===== src/swht_pkg.sv =====
// ----------------------------------------------------------------------------
// swht_pkg
// shared constants, types and codes for the windowed score trigger
// ----------------------------------------------------------------------------
package swht_pkg;

    // window length and score format
    localparam int WINDOW          = 30;
    localparam int SCORE_FRAC_BITS = 15;

    // fixed field widths
    localparam int SCORE_W   = 16;
    localparam int THR_W     = 16;
    localparam int PULSE_W   = 16;
    localparam int SUM_OUT_W = 20;
    localparam int CFG_IDX_W = 2;
    localparam int CFG_DAT_W = 16;

    // derived widths
    localparam int CELL_W   = SCORE_FRAC_BITS + 1;
    localparam int SUM_W    = $clog2(WINDOW * (2 ** SCORE_FRAC_BITS) + 1);
    localparam int PROD_W   = THR_W + $clog2(WINDOW + 1);
    localparam int CMP_W    = (SUM_W > PROD_W) ? SUM_W : PROD_W;
    localparam int CNT_W    = $clog2(WINDOW + 1);

    // 1.0 in the score format
    localparam logic [CELL_W-1:0] SCORE_ONE = CELL_W'(2 ** SCORE_FRAC_BITS);
    localparam logic [SUM_W-1:0]  SUM_MAX   = SUM_W'(WINDOW * (2 ** SCORE_FRAC_BITS));

    // configuration register indexes
    localparam logic [CFG_IDX_W-1:0] REG_HIGH_THR  = 2'd0;
    localparam logic [CFG_IDX_W-1:0] REG_LOW_THR   = 2'd1;
    localparam logic [CFG_IDX_W-1:0] REG_PULSE_MIN = 2'd2;
    localparam logic [CFG_IDX_W-1:0] REG_PULSE_MAX = 2'd3;

    // configuration reset values
    localparam logic [THR_W-1:0]   HIGH_THR_RST  = 16'd24576;
    localparam logic [THR_W-1:0]   LOW_THR_RST   = 16'd16384;
    localparam logic [PULSE_W-1:0] PULSE_MIN_RST = 16'd500;
    localparam logic [PULSE_W-1:0] PULSE_MAX_RST = 16'd2500;

    // event codes
    typedef enum logic [1:0] {
        EV_NONE = 2'd0,
        EV_ON   = 2'd1,
        EV_OFF  = 2'd2
    } event_t;

    // decision from the hysteresis compare
    typedef struct packed {
        logic   detected;
        event_t event_code;
    } hyst_res_t;

endpackage


===== src/swht_cell.sv =====
// ----------------------------------------------------------------------------
// swht_cell
// one score slot of the window chain, loads from its neighbor on shift
// ----------------------------------------------------------------------------
module swht_cell (
    input  logic                       clk,
    input  logic                       shift,
    input  logic [swht_pkg::CELL_W-1:0] d,
    output logic [swht_pkg::CELL_W-1:0] q
);
    import swht_pkg::*;

    logic [CELL_W-1:0] score_reg;
    logic [CELL_W-1:0] score_next;

    always_comb
    begin
        score_next = shift ? d : score_reg;
    end

    // payload only, no reset
    always_ff @(posedge clk)
    begin
        score_reg <= score_next;
    end

    assign q = score_reg;

endmodule


===== src/swht_chain.sv =====
// ----------------------------------------------------------------------------
// swht_chain
// row of score cells; the newest score enters at the head, the score taken
// WINDOW items ago leaves at the tail
// ----------------------------------------------------------------------------
module swht_chain (
    input  logic                        clk,
    input  logic                        shift,
    input  logic [swht_pkg::CELL_W-1:0] head,
    output logic [swht_pkg::CELL_W-1:0] tail
);
    import swht_pkg::*;

    logic [CELL_W-1:0] link [WINDOW+1];

    assign link[0] = head;

    for (genvar i = 0; i < WINDOW; i++)
    begin : g_cell
        swht_cell u_cell (
            .clk   (clk),
            .shift (shift),
            .d     (link[i]),
            .q     (link[i+1])
        );
    end

    assign tail = link[WINDOW];

endmodule


===== src/swht_hyst.sv =====
// ----------------------------------------------------------------------------
// swht_hyst
// hysteresis compare of the window sum against threshold times WINDOW
// ----------------------------------------------------------------------------
module swht_hyst (
    input  logic                       full,
    input  logic [swht_pkg::SUM_W-1:0] sum,
    input  logic                       detected_in,
    input  logic [swht_pkg::THR_W-1:0] high_thr,
    input  logic [swht_pkg::THR_W-1:0] low_thr,
    output swht_pkg::hyst_res_t        res
);
    import swht_pkg::*;

    logic [CMP_W-1:0] sum_ext;
    logic [CMP_W-1:0] hi_prod;
    logic [CMP_W-1:0] lo_prod;

    // constant multiply, reduces to shifts and adds
    assign sum_ext = CMP_W'(sum);
    assign hi_prod = CMP_W'(high_thr) * CMP_W'(WINDOW);
    assign lo_prod = CMP_W'(low_thr) * CMP_W'(WINDOW);

    always_comb
    begin
        res.detected   = detected_in;
        res.event_code = EV_NONE;
        if (full)
        begin
            if (!detected_in && (sum_ext >= hi_prod))
            begin
                res.detected   = 1'b1;
                res.event_code = EV_ON;
            end
            else if (detected_in && (sum_ext < lo_prod))
            begin
                res.detected   = 1'b0;
                res.event_code = EV_OFF;
            end
        end
    end

endmodule


===== src/score_window_hysteresis_trigger.sv =====
// ----------------------------------------------------------------------------
// score_window_hysteresis_trigger
// moving-window mean of classifier scores with a hysteresis trigger and a
// servo pulse target at the detected or clear end point
// ----------------------------------------------------------------------------
//
//  channel | handshake                  | payload
//  --------+----------------------------+---------------------------------------
//  in      | in_valid / in_stall        | score
//  out     | out_valid / out_stall      | window_full, window_sum, detected,
//          |                            | event_res, pulse_us
//  cfg     | cfg_we                     | cfg_index, cfg_data
//
//  one item per cycle sustained while out_stall is low; each result appears in the
//  cycle after its item is accepted, from the combinational sum / compare in front
//  of the output register
//  in_stall is raised only while a result sits in the output register and
//  out_stall holds it, so the next item is taken in the cycle the result leaves
//  reset clears the sum, fill count, hysteresis state and output valid; the
//  score cells are not cleared and are only read once all of them are filled
//
module score_window_hysteresis_trigger (
    input  logic                            clk,
    input  logic                            rst_n,

    // configuration writes
    input  logic                            cfg_we,
    input  logic [swht_pkg::CFG_IDX_W-1:0]  cfg_index,
    input  logic [swht_pkg::CFG_DAT_W-1:0]  cfg_data,

    // score items
    input  logic                            in_valid,
    output logic                            in_stall,
    input  logic [swht_pkg::SCORE_W-1:0]    score,

    // result items
    output logic                            out_valid,
    input  logic                            out_stall,
    output logic                            window_full,
    output logic [swht_pkg::SUM_OUT_W-1:0]  window_sum,
    output logic                            detected,
    output logic [1:0]                      event_res,
    output logic [swht_pkg::PULSE_W-1:0]    pulse_us
);
    import swht_pkg::*;

    // configuration registers
    logic [THR_W-1:0]   high_thr_reg;
    logic [THR_W-1:0]   low_thr_reg;
    logic [PULSE_W-1:0] pulse_min_reg;
    logic [PULSE_W-1:0] pulse_max_reg;

    // window state
    logic [SUM_W-1:0]   sum_reg;
    logic [SUM_W-1:0]   sum_next;
    logic [CNT_W-1:0]   seen_reg;
    logic [CNT_W-1:0]   seen_next;
    logic               detected_reg;
    logic               detected_next;

    // output register
    logic               out_valid_reg;
    logic               out_valid_next;
    logic               full_out_reg;
    logic [SUM_OUT_W-1:0] sum_out_reg;
    logic               det_out_reg;
    event_t             event_out_reg;
    logic [PULSE_W-1:0] pulse_out_reg;

    logic               accept;
    logic               full;
    logic [CELL_W-1:0]  score_clamped;
    logic [CELL_W-1:0]  oldest;
    logic [SUM_W-1:0]   drop;
    hyst_res_t          hyst;

    // accept while the output register is empty or drains this cycle
    assign in_stall = out_valid_reg && out_stall;
    assign accept   = in_valid && !in_stall;

    // comparison runs from the item after the window has filled
    assign full = (seen_reg == CNT_W'(WINDOW));

    // scores above 1.0 are stored as 1.0
    assign score_clamped = (score > SCORE_W'(SCORE_ONE)) ? SCORE_ONE : CELL_W'(score);

    // shift line of score cells, tail holds the score leaving the window
    swht_chain u_chain (
        .clk   (clk),
        .shift (accept),
        .head  (score_clamped),
        .tail  (oldest)
    );

    // running sum: add newest, drop oldest once the window is full
    assign drop     = full ? SUM_W'(oldest) : '0;
    assign sum_next = sum_reg + SUM_W'(score_clamped) - drop;

    swht_hyst u_hyst (
        .full        (full),
        .sum         (sum_next),
        .detected_in (detected_reg),
        .high_thr    (high_thr_reg),
        .low_thr     (low_thr_reg),
        .res         (hyst)
    );

    assign detected_next  = hyst.detected;
    assign seen_next      = full ? seen_reg : seen_reg + CNT_W'(1);
    assign out_valid_next = accept ? 1'b1 : (out_valid_reg && out_stall);

    // configuration writes, the 2-bit index selects one of the four registers
    always_ff @(posedge clk or negedge rst_n)
    begin
        if (!rst_n)
        begin
            high_thr_reg  <= HIGH_THR_RST;
            low_thr_reg   <= LOW_THR_RST;
            pulse_min_reg <= PULSE_MIN_RST;
            pulse_max_reg <= PULSE_MAX_RST;
        end
        else if (cfg_we)
        begin
            unique case (cfg_index)
                REG_HIGH_THR:  high_thr_reg  <= THR_W'(cfg_data);
                REG_LOW_THR:   low_thr_reg   <= THR_W'(cfg_data);
                REG_PULSE_MIN: pulse_min_reg <= PULSE_W'(cfg_data);
                REG_PULSE_MAX: pulse_max_reg <= PULSE_W'(cfg_data);
                default:       ;
            endcase
        end
    end

    // window control state
    always_ff @(posedge clk or negedge rst_n)
    begin
        if (!rst_n)
        begin
            sum_reg       <= '0;
            seen_reg      <= '0;
            detected_reg  <= 1'b0;
            out_valid_reg <= 1'b0;
        end
        else
        begin
            out_valid_reg <= out_valid_next;
            if (accept)
            begin
                sum_reg      <= sum_next;
                seen_reg     <= seen_next;
                detected_reg <= detected_next;
            end
        end
    end

    // result payload, loaded with each accepted item
    always_ff @(posedge clk)
    begin
        if (accept)
        begin
            full_out_reg  <= full;
            sum_out_reg   <= SUM_OUT_W'(sum_next);
            det_out_reg   <= detected_next;
            event_out_reg <= hyst.event_code;
            pulse_out_reg <= detected_next ? pulse_max_reg : pulse_min_reg;
        end
    end

    assign out_valid   = out_valid_reg;
    assign window_full = full_out_reg;
    assign window_sum  = sum_out_reg;
    assign detected    = det_out_reg;
    assign event_res   = event_out_reg;
    assign pulse_us    = pulse_out_reg;

    // a switch event only ever comes from a full window
    a_event_needs_full: assert property (@(posedge clk) disable iff (!rst_n)
        (out_valid && (event_res != EV_NONE)) |-> window_full)
        else $error("event reported before the window filled");

    // the reported state agrees with the direction of the switch
    a_event_matches_state: assert property (@(posedge clk) disable iff (!rst_n)
        out_valid |-> ((event_res != EV_ON) || detected) &&
                      ((event_res != EV_OFF) || !detected))
        else $error("event code disagrees with detected state");

    // the running sum never exceeds a window of full-scale scores
    a_sum_bounded: assert property (@(posedge clk) disable iff (!rst_n)
        sum_reg <= SUM_MAX)
        else $error("running sum out of range");

    // hysteresis state moves only with an accepted item
    a_state_on_accept: assert property (@(posedge clk) disable iff (!rst_n)
        !accept |=> $stable(detected_reg))
        else $error("detection state changed without an item");

endmodule

===== config.mk =====
export PLATFORM = sky130hd
export DESIGN_NAME = score_window_hysteresis_trigger
export DESIGN_NICKNAME = d
export VERILOG_FILES = /design/src/swht_pkg.sv /design/src/swht_cell.sv /design/src/swht_chain.sv /design/src/swht_hyst.sv /design/src/score_window_hysteresis_trigger.sv
export SDC_FILE = /design/constraint.sdc
export NUM_CORES = 1
export LEC_CHECK = 0
export ABC_CLOCK_PERIOD_IN_PS = 42600
export BUFFER_PORTS_ARGS = -buffer_cell sky130_fd_sc_hd__buf_2
export CORE_MARGIN = 1.5
export CORE_UTILIZATION = 50
export CTS_CLUSTER_DIAMETER = 120
export DETAILED_ROUTE_END_ITERATION = 12
export GPL_TIMING_DRIVEN = 0
export PLACE_DENSITY = 0.74
export SYNTH_ARGS = -nofsm -noshare
export SYNTH_HDL_FRONTEND = slang
export SYNTH_SLANG_ARGS = --single-unit

===== constraint.sdc =====
create_clock -name clk -period 42.6 [get_ports clk]
set_input_delay 10.65 -clock clk [delete_from_list [all_inputs] [get_ports clk]]
set_output_delay 10.65 -clock clk [all_outputs]
set_load 0.02 [all_outputs]

* Word-level counts from Yosys, hierarchy flattened
Index checks and enable logic that the tools add are counted.
Operators by class: add/sub/neg operators 3, $mul 2, magnitude comparators 3, equality and inequality tests 4, multiplexer cells 7, bitwise operators 1, reduce and logical (&&, ||, !) cells 13
Operators with widths (count):
- 16-bit 2-to-1 mux | 3
- 16-bit by 4-bit multiplier with 20-bit output, second input constant | 2
- 20-bit by 21-bit greater-or-equal comparator with 1-bit output | 1
- 20-bit by 21-bit less-than comparator with 1-bit output | 1
- 20-bit by 16-bit adder with 20-bit output | 1
- 20-bit by 16-bit subtractor with 20-bit output | 1
- 16-bit greater-than comparator, second input constant | 1
- 2-bit AND reduction | 5
- 3-bit 2-to-1 mux | 3
- 5-bit by 1-bit adder with 5-bit output, second input constant | 1
- 5-bit equality test, second input constant | 1
- 2-bit equality test, second input constant | 2
- 1-bit logical AND | 4
- 2-bit by 1-bit equality test with 1-bit output, second input constant | 1
- 1-bit zero test | 2
- 2-bit zero test | 1
- 2-bit OR reduction | 1
- 1-bit 2-to-1 mux | 1
- 1-bit NOT | 1
Storage, ports and cells: bits in registers 611, input bits 39, output and inout bits 42, logic and storage cells 77

* Logic depth before layout (Yosys ltp)
Gate-level depths: netlist of run 1.
depth in word-level cells 10, gate-level depth with buffers 30, mapped depth without buffers 26

* Modules after synthesis
From an unflattened synthesis of run 1, not the netlist that was laid out.
Second synthesis, totals: cell total of the unflattened synthesis 1477, area total of the unflattened synthesis 25031.5 um2
Modules (own cells, without submodules):
- swht_cell | instances 30, cells an instance 16, area each 480.5 um2, seq. area each 480.5 um2
- score_window_hysteresis_trigger | instances 1, cells an instance 546, area each 6595.1 um2, seq. area each 3495.9 um2
- swht_hyst | instances 1, cells an instance 451, area each 4022.6 um2, seq. area each 0.0 um2

* Worst setup path after synthesis of run 1
Ideal clock, no wire load.
kind in2reg, start in out_stall, end reg sum_reg[10], setup time 0.772 ns, arrival 25.819 ns, data required time 41.828 ns, setup slack 16.009 ns, stages on the path 6, path buffers 2, path through nand2_1 nand2_1 inv_1 clkbuf_1 clkbuf_1 o21ai_0
On the way: word-level cells in the longest chain between the ends 3
Ends and longest elaborated chain:
- start, declared | RTL line score_window_hysteresis_trigger.sv:38 | input logic out_stall,
- 1-bit logical AND | RTL line score_window_hysteresis_trigger.sv:78 | assign in_stall = out_valid_reg && out_stall;
- 1-bit zero test | RTL line score_window_hysteresis_trigger.sv:79 | assign accept = in_valid && !in_stall;
- 1-bit logical AND | RTL line score_window_hysteresis_trigger.sv:79
- named net accept | RTL line score_window_hysteresis_trigger.sv:70 | logic accept;
- end signal, assigned | RTL line score_window_hysteresis_trigger.sv:149 | sum_reg <= sum_next;
- end, declared | RTL line score_window_hysteresis_trigger.sv:54 | logic [SUM_W-1:0] sum_reg;
The timed path passes the listed nets, and every way through them passes these cells. A chain may end at the register's enable or synchronous reset.

* Worst setup path after layout of run 1
start in out_stall, end out in_stall
On the way: word-level cells in the longest chain between the ends 1
Ends and longest elaborated chain:
- 1-bit logical AND | RTL line score_window_hysteresis_trigger.sv:78
- end, declared | RTL line score_window_hysteresis_trigger.sv:33 | output logic in_stall,
No other way between the ends.

==> metrics, run 1 <==
top sig layer met4; Ports 81; Slew Viols, Final 0; maximum clock rate 0.0461 GHz; register area share after synthesis 72.0%; Area contributors post-synth edfxtp_1 (63%), dfrtp_1 (7.8%), fa_1 (6.0%); synth warn 0; Slew HR 28.1%; Die W 226 um; DIE AREA 51,100 sq um; Worst-Margin Slew 1080 ps; CTS tree yes; crit share post-route 50.9%; number of synthesized flops with an enable pin 520; Starting Density 50.8%; kind of end point of the critical path output port; leading cell type in the layout, fill and taps excluded edfxtp_1; Reg2Reg Depth 28; share of flip-flops with an asynchronous set or reset 14.9%; H-tree depth 2; CTS buffer count 59; area grow syn2layout 14.5%; global route overflow 0; Sinks on Clock Net 611; status completed; # port buffers 79; crit-path max FO 3; routed via count 12,400; Die Ht 226 um; post-synth top area share 62.8%; Synth area leader edfxtp_1; # setup viols final 0; largest net degree at the start of global routing 78; RSZ-0062 raised after global routing no; Post-CTS Resized 0; Reg-to-Reg Start seen_reg[0]$_DFFE_PN0P_; Netlist cell types 57; number of global-route vias before repair 12,300; max FFs per register 480; drt first pass iters 7; HPWL after DPL 28,300 um; worst path required time 31,950 ps; Max Buffers Root-to-Sink 3; met3 WL 1710 um; cell count after synthesis 1,467; clk_lat worst skew 620 ps; post-CTS setup buffer count 0; clock tree root driver cell clkbuf_16; gpl congestion 0.874; hold path start u_chain.g_cell[23].u_cell.q[11]$_DFFE_PP_; row cnt 81; final WL 43,400 um; FF+latch area 17,900 sq um; Fin. Hold Viols 0; number of synthesized register bits 611; count of cells along the worst hold path 0; Mapped Nets 1,683; initial antenna violation count 0; clock skew 21.8 ps; vias per cell 5.32; initial drt markers 814; Worst setup SP type primary input; # diodes 0; met2 wire len 19,600 um; Hold WC Path Type register to register; DR DRC count 0; multi-input logic area 6420 sq um; Final min period 21,680 ps; Clock transition at path regs 70 ps; Hold-fix buffers, CTS 0; TNS Setup 0 ps; wire length per cell 18.6 um; remaining antenna violation count 0; first-pass GRT wire length 67,800 um; Netlist Area Pre-Place 24,900 sq um; Met1 Wirelength 21,100 um; Worst EP arrival 11,030 ps; critical path class primary input to output port; Core Region 49,000 sq um; max-cap violation count 0; Total GRT Usage 17.3%; nets@finish 1,831; Avg Inst Size Synth 16.9 sq um; fraction of layout cells with a size suffix above 1 16.3%; most frequent cells in the layout edfxtp_1 (520), inv_1 (108), ha_1 (103); ys flop type edfxtp_1; CP Launch Point out_stall; Filler Cells Inserted 3,564
[cell families after synthesis]
group,share of synthesized area (%)
flip-flops,72.0
adder cells (fa/ha/maj),11.1
AO/OA/AOI/OAI,5.87
XOR/XNOR,1.66
multiplexers,2.91
buffers and inverters,2.12
AND/OR/NAND/NOR,4.25
[critical path, cell delays in order]
cell,delay (ps)
buf_2,100
nand2_1,90
inv_1,50
buf_2,150
[area by class of cell]
cell class / count / area share (%)
Clock inverter: 37 / 1.86
Buffer: 27 / 0.444
Timing Repair Buffer: 87 / 2.17
Tap cell: 664 / 2.92
Multi-Input combinational cell: 721 / 22.6
Clock buffer: 73 / 5.66
Inverter: 108 / 1.42
Sequential cell: 611 / 62.9
[routing by layer]
metal | up-vias | GRT usage (%)
met3 | 82 | 2.60
met4 | 0 | 5.56
met5 | - | 0
met1 | 6266 | 26.5
li1 | 5779 | -
met2 | 247 | 25.6
[cells in the mapped netlist, types with 8 or more instances]
cell type  count
a21o_1        20
a21oi_1       47
a31oi_1       10
and2_1        18
clkbuf_1      22
dfrtp_1       77
dfstp_2       14
edfxtp_1     520
fa_1          74
ha_1         103
inv_1        108
mux2_2        63
nand2_1       62
nand2b_1      15
nand3_1       26
nand4_1        9
nor2_1        33
nor2b_1       11
nor3_1         8
o211ai_1      25
o21a_1         9
o21ai_0       58
o311ai_0      16
xnor2_1       24
xor2_1        23
[final timing paths]
kind	to	slack (ps)
setup / recovery	in_stall	20920
hold / removal	u_chain.g_cell[24].u_cell.q[11]$_DFFE_PP_	410
setup reg to reg	pulse_us[11]$_DFFE_PP_	34850
hold reg to reg	u_chain.g_cell[24].u_cell.q[11]$_DFFE_PP_	410
max in group asynchronous	sum_reg[19]$_DFFE_PN0P_	31820
min in group asynchronous	pulse_min_reg[9]$_DFFE_PN0P_	10090
[through the flow]
stage | setup WS, ps | hold WS [ps] | instances | cell area [sq um] | util, %
floorplan | 16010 | 400 | 1467 | 24900 | -
global placement | 10910 | 402 | 2210 | 26100 | 53.3
detailed placement | 20920 | 405 | 2218 | 26300 | 53.8
CTS | 20920 | 410 | 2328 | 28500 | 58.1
global route | 20890 | 414 | 2328 | 28500 | 58.1
finish | 20920 | 409 | 2328 | 28500 | 58.1
Power of run 1 is not shown: default switching activity piles up to over one toggle a cycle in this logic, so the estimate is an artifact.
==> run 2: changes to the inputs <==
ABC_CLOCK_PERIOD_IN_PS = 20000   (was 42600)
clock period = 20 ns   (was 42.6 ns; I/O delays follow)
==> metrics, run 2 (synthesis gave the netlist of run 1 again) <==
Clock transition at path regs 60 ps; initial drt markers 791; most frequent cells in the layout edfxtp_1 (520), inv_1 (108), ha_1 (103); Die W 226 um; largest net degree at the start of global routing 129; Total GRT Usage 17.4%; post-CTS setup buffer count 0; Worst-Margin Slew 1120 ps; DIE AREA 51,100 sq um; clock tree root driver cell clkbuf_16; RSZ-0062 raised after global routing no; Starting Density 50.8%; max-cap violation count 0; Max Buffers Root-to-Sink 3; Slew Viols, Final 0; design area 28,200 sq um; Slew HR 25.1%; clock skew 29.2 ps; CTS tree yes; Final min period 10,920 ps; initial antenna violation count 1; Hold WC Path Type register to register; crit-path max FO 10; final WL 43,300 um; Worst setup SP type primary input; Fin. Hold Viols 0; clk_lat worst skew 620 ps; remaining antenna violation count 0; drt first pass iters 5; status completed; Sinks on Clock Net 611; CP Launch Point score[9]; worst path required time 20,430 ps; HPWL after DPL 28,100 um; row cnt 81; routed via count 12,300; max FFs per register 480; Hold-fix buffers, CTS 0; Reg2Reg Depth 28; # port buffers 79; H-tree depth 2; Die Ht 226 um; placed cell area 26,200 sq um; TNS Setup 0 ps; # setup viols final 0; CTS buffer count 59; crit share post-route 54.6%; first-pass GRT wire length 67,500 um; maximum clock rate 0.0916 GHz; vias per cell 5.31; fraction of layout cells with a size suffix above 1 15.7%; Post-CTS Resized 0; slowest CP cell o21ai_1; global route overflow 0; FF-to-FF End pulse_us[11]$_DFFE_PP_; nets@finish 1,828; hold slack 409 ps; Reg-to-Reg Start seen_reg[0]$_DFFE_PN0P_; wire length per cell 18.6 um; area grow syn2layout 13.3%; leading cell type in the layout, fill and taps excluded edfxtp_1; DR DRC count 0; Critical Path Sink pulse_us[11]$_DFFE_PP_; CP peak stage delay 620 ps; number of global-route vias before repair 12,100; Ports 81; kind of end point of the critical path register; R2R setup slack 12,290 ps; Core Region 49,000 sq um; critical path class primary input to register; gpl congestion 0.863; Worst EP arrival 11,350 ps
## run 2: cell types whose count changed in the layout (fill, tap and decap cells not counted), sizes merged
| cell | previous run | this run |
|---|---|---|
| buf | 92 | 89 |
| clkbuf | 95 | 100 |
| diode | 0 | 1 |
| bufinv | 11 | 6 |
| clkinv | 18 | 23 |
| clkinvlp | 3 | 2 |
| inv | 113 | 109 |
## run 2: metal layers
metal | global-route usage (%) | part of all wire [%] | vias up
met5 | 0 | 0.023 | -
li1 | - | - | 5759
met1 | 26.2 | 48 | 6237
met3 | 3.64 | 4.7 | 81
met2 | 25.0 | 44 | 267
met4 | 6.19 | 2.8 | 2
## run 2: how the worst min path moves through the flow
stage                                         startpoint                                   endpoint  slack, ps  depth (start not counted)
6_report        u_chain.g_cell[20].u_cell.q[2]$_DFFE_PP_   u_chain.g_cell[21].u_cell.q[2]$_DFFE_PP_        410                          0
5_1_grt        u_chain.g_cell[26].u_cell.q[12]$_DFFE_PP_  u_chain.g_cell[27].u_cell.q[12]$_DFFE_PP_        410                          0
3_5_place_dp     u_chain.g_cell[9].u_cell.q[4]$_DFFE_PP_   u_chain.g_cell[10].u_cell.q[4]$_DFFE_PP_        400                          0
3_3_place_gp    u_chain.g_cell[2].u_cell.q[10]$_DFFE_PP_   u_chain.g_cell[3].u_cell.q[10]$_DFFE_PP_        400                          0
4_1_cts        u_chain.g_cell[26].u_cell.q[12]$_DFFE_PP_  u_chain.g_cell[27].u_cell.q[12]$_DFFE_PP_        410                          0
2_1_floorplan    u_chain.g_cell[9].u_cell.q[0]$_DFFE_PP_   u_chain.g_cell[10].u_cell.q[0]$_DFFE_PP_        400                          0
## run 2: cell type report
type,instances,area [sq um]
clock inverters,32,369
repair buffers,84,536
fillers,3631,20800
diodes,1,2.50
flip-flops and latches,611,17900
well taps,664,831
plain buffers,27,133
inverters,108,405
clock buffers,78,1560
multi-input cells,721,6420
## run 2: critical path: cells and delay by family
family,cells,cell delay [ps]
AO/OA/AOI/OAI,11,2520
XOR/XNOR,1,270
adder cells (fa/ha/maj),3,1230
buffers and inverters,3,510
AND/OR/NAND/NOR,9,1790
## run 2: per-stage QoR
stage	setup slack, ps	std cells	utilization, %
floorplan	7160	1467	-
global placement	4370	2210	53.3
detailed placement	8450	2215	53.6
CTS	9060	2325	57.5
global route	8410	2325	57.5
finish	9080	2326	57.5
Power of run 2 is left out for the same reason.
==> run 3: changes to the inputs <==
ABC_CLOCK_PERIOD_IN_PS = 9600   (was 20000)
PLACE_DENSITY = 0.77   (was 0.74)
clock period = 9.6 ns   (was 20 ns; I/O delays follow)
==> metrics, run 3 (synthesis gave the netlist of run 1 again) <==
status completed; Ports 81; number of global-route vias before repair 12,300; wire length per cell 18.6 um; WP buf/inv 3; HPWL after DPL 27,900 um; critical path class primary input to register; Worst-Margin Slew 1030 ps; global route overflow 0; slowest CP cell xor2_1; most frequent cells in the layout edfxtp_1 (520), inv_1 (108), ha_1 (103); WHS Endpoint u_chain.g_cell[7].u_cell.q[14]$_DFFE_PP_; R2R setup slack 1990 ps; Fin. Hold Viols 0; clock tree root driver cell clkbuf_16; post-CTS setup buffer count 0; FF-to-FF End pulse_us[8]$_DFFE_PP_; largest net degree at the start of global routing 192; nets@finish 1,826; # setup viols final 0; CTS buffer count 59; fraction of layout cells with a size suffix above 1 16.2%; Hold WC Path Type register to register; placed cell area 26,200 sq um; Total GRT Usage 17.3%; Die W 226 um; RSZ-0062 raised after global routing no; multi-input logic area 6420 sq um; Worst setup SP type primary input; hold path start u_chain.g_cell[6].u_cell.q[14]$_DFFE_PP_; crit-path max FO 10; CP most frequent cell nand2_1; Reg-to-Reg Start seen_reg[0]$_DFFE_PN0P_; Core Region 49,000 sq um; FF+latch area 17,900 sq um; drt first pass iters 5; Final min period 8460 ps; CP peak stage delay 650 ps; vias per cell 5.31; Slew HR 31.4%; TNS Setup 0 ps; maximum clock rate 0.118 GHz; Die Ht 226 um; kind of end point of the critical path register; design area 28,200 sq um; # diodes 0; kind of cell adding the most delay to the critical path compound AO/OA/AOI/OAI gates; Slew Viols, Final 0; first-pass GRT wire length 67,600 um; WP depth 26; leading cell type in the layout, fill and taps excluded edfxtp_1; Post-CTS Resized 0; clock skew 40.2 ps; clk_lat worst skew 630 ps; initial drt markers 919; Sinks on Clock Net 611; Worst EP arrival 8890 ps; count of cells along the worst hold path 0; Filler Cells Inserted 3,641; initial antenna violation count 0; Max Buffers Root-to-Sink 3; Starting Density 50.8%; remaining antenna violation count 0; max-cap violation count 0; DR DRC count 0; H-tree depth 2; max FFs per register 480; crit share post-route 88.1%; row cnt 81; Hold-fix buffers, CTS 0; worst path required time 10,030 ps; gpl congestion 0.887; # port buffers 79; DIE AREA 51,100 sq um; area grow syn2layout 13.5%; final WL 43,100 um; Reg2Reg Depth 28; Clock transition at path regs 60 ps; CTS tree yes; routed via count 12,300
==> run 3: worst reg2reg max path: cells and delay by family (launching register included) <==
family / cells / cell delay [ps]
flops: 1 / 390
xor+xnor: 1 / 240
simple gates: 6 / 1500
fa+ha+maj: 4 / 1220
compound gates: 11 / 2390
buf+inv: 6 / 1690
==> run 3: area by class of cell <==
class                      instances  area share (%)
buffer                            27           0.510
clock buffer                      74            5.61
clock inverter                    36            1.54
inverter                         108            1.44
multi-input combinational        721            22.8
sequential                       611            63.5
tap                              664            2.95
timing repair buffer              82            1.70
==> run 3: worst max-delay path by stage <==
stage                    from                       end  slack, ps
floorplan           score[12]  detected_reg$_DFFE_PN0P_       2100
global placement    out_stall   sum_reg[12]$_DFFE_PN0P_        530
detailed placement   score[9]     pulse_us[6]$_DFFE_PP_        630
CTS                  score[9]     pulse_us[6]$_DFFE_PP_       1270
global route        score[14]     pulse_us[6]$_DFFE_PP_        550
finish               score[9]     pulse_us[8]$_DFFE_PP_       1140
==> run 3: through the flow <==
stage          utilization (%)  setup slack (ps)  hold WS, ps  instances
2_1_floorplan                -              2100          400       1467
3_3_place_gp              53.3               530          401       2210
3_5_place_dp              53.5               628          405       2213
4_1_cts                   57.6              1270          392       2323
5_1_grt                   57.6               555          392       2323
6_report                  57.6              1140          394       2323
==> run 3: layer usage <==
metal	part of all wire [%]	wire, um	up-vias	global-route usage (%)
met1	48	20600	6268	25.8
met3	4.2	1830	83	3.12
met5	0	0	-	0
li1	-	-	5750	-
met4	3.0	1310	0	6.58
met2	45	19400	241	25.4
Power of run 3 is left out for the same reason.
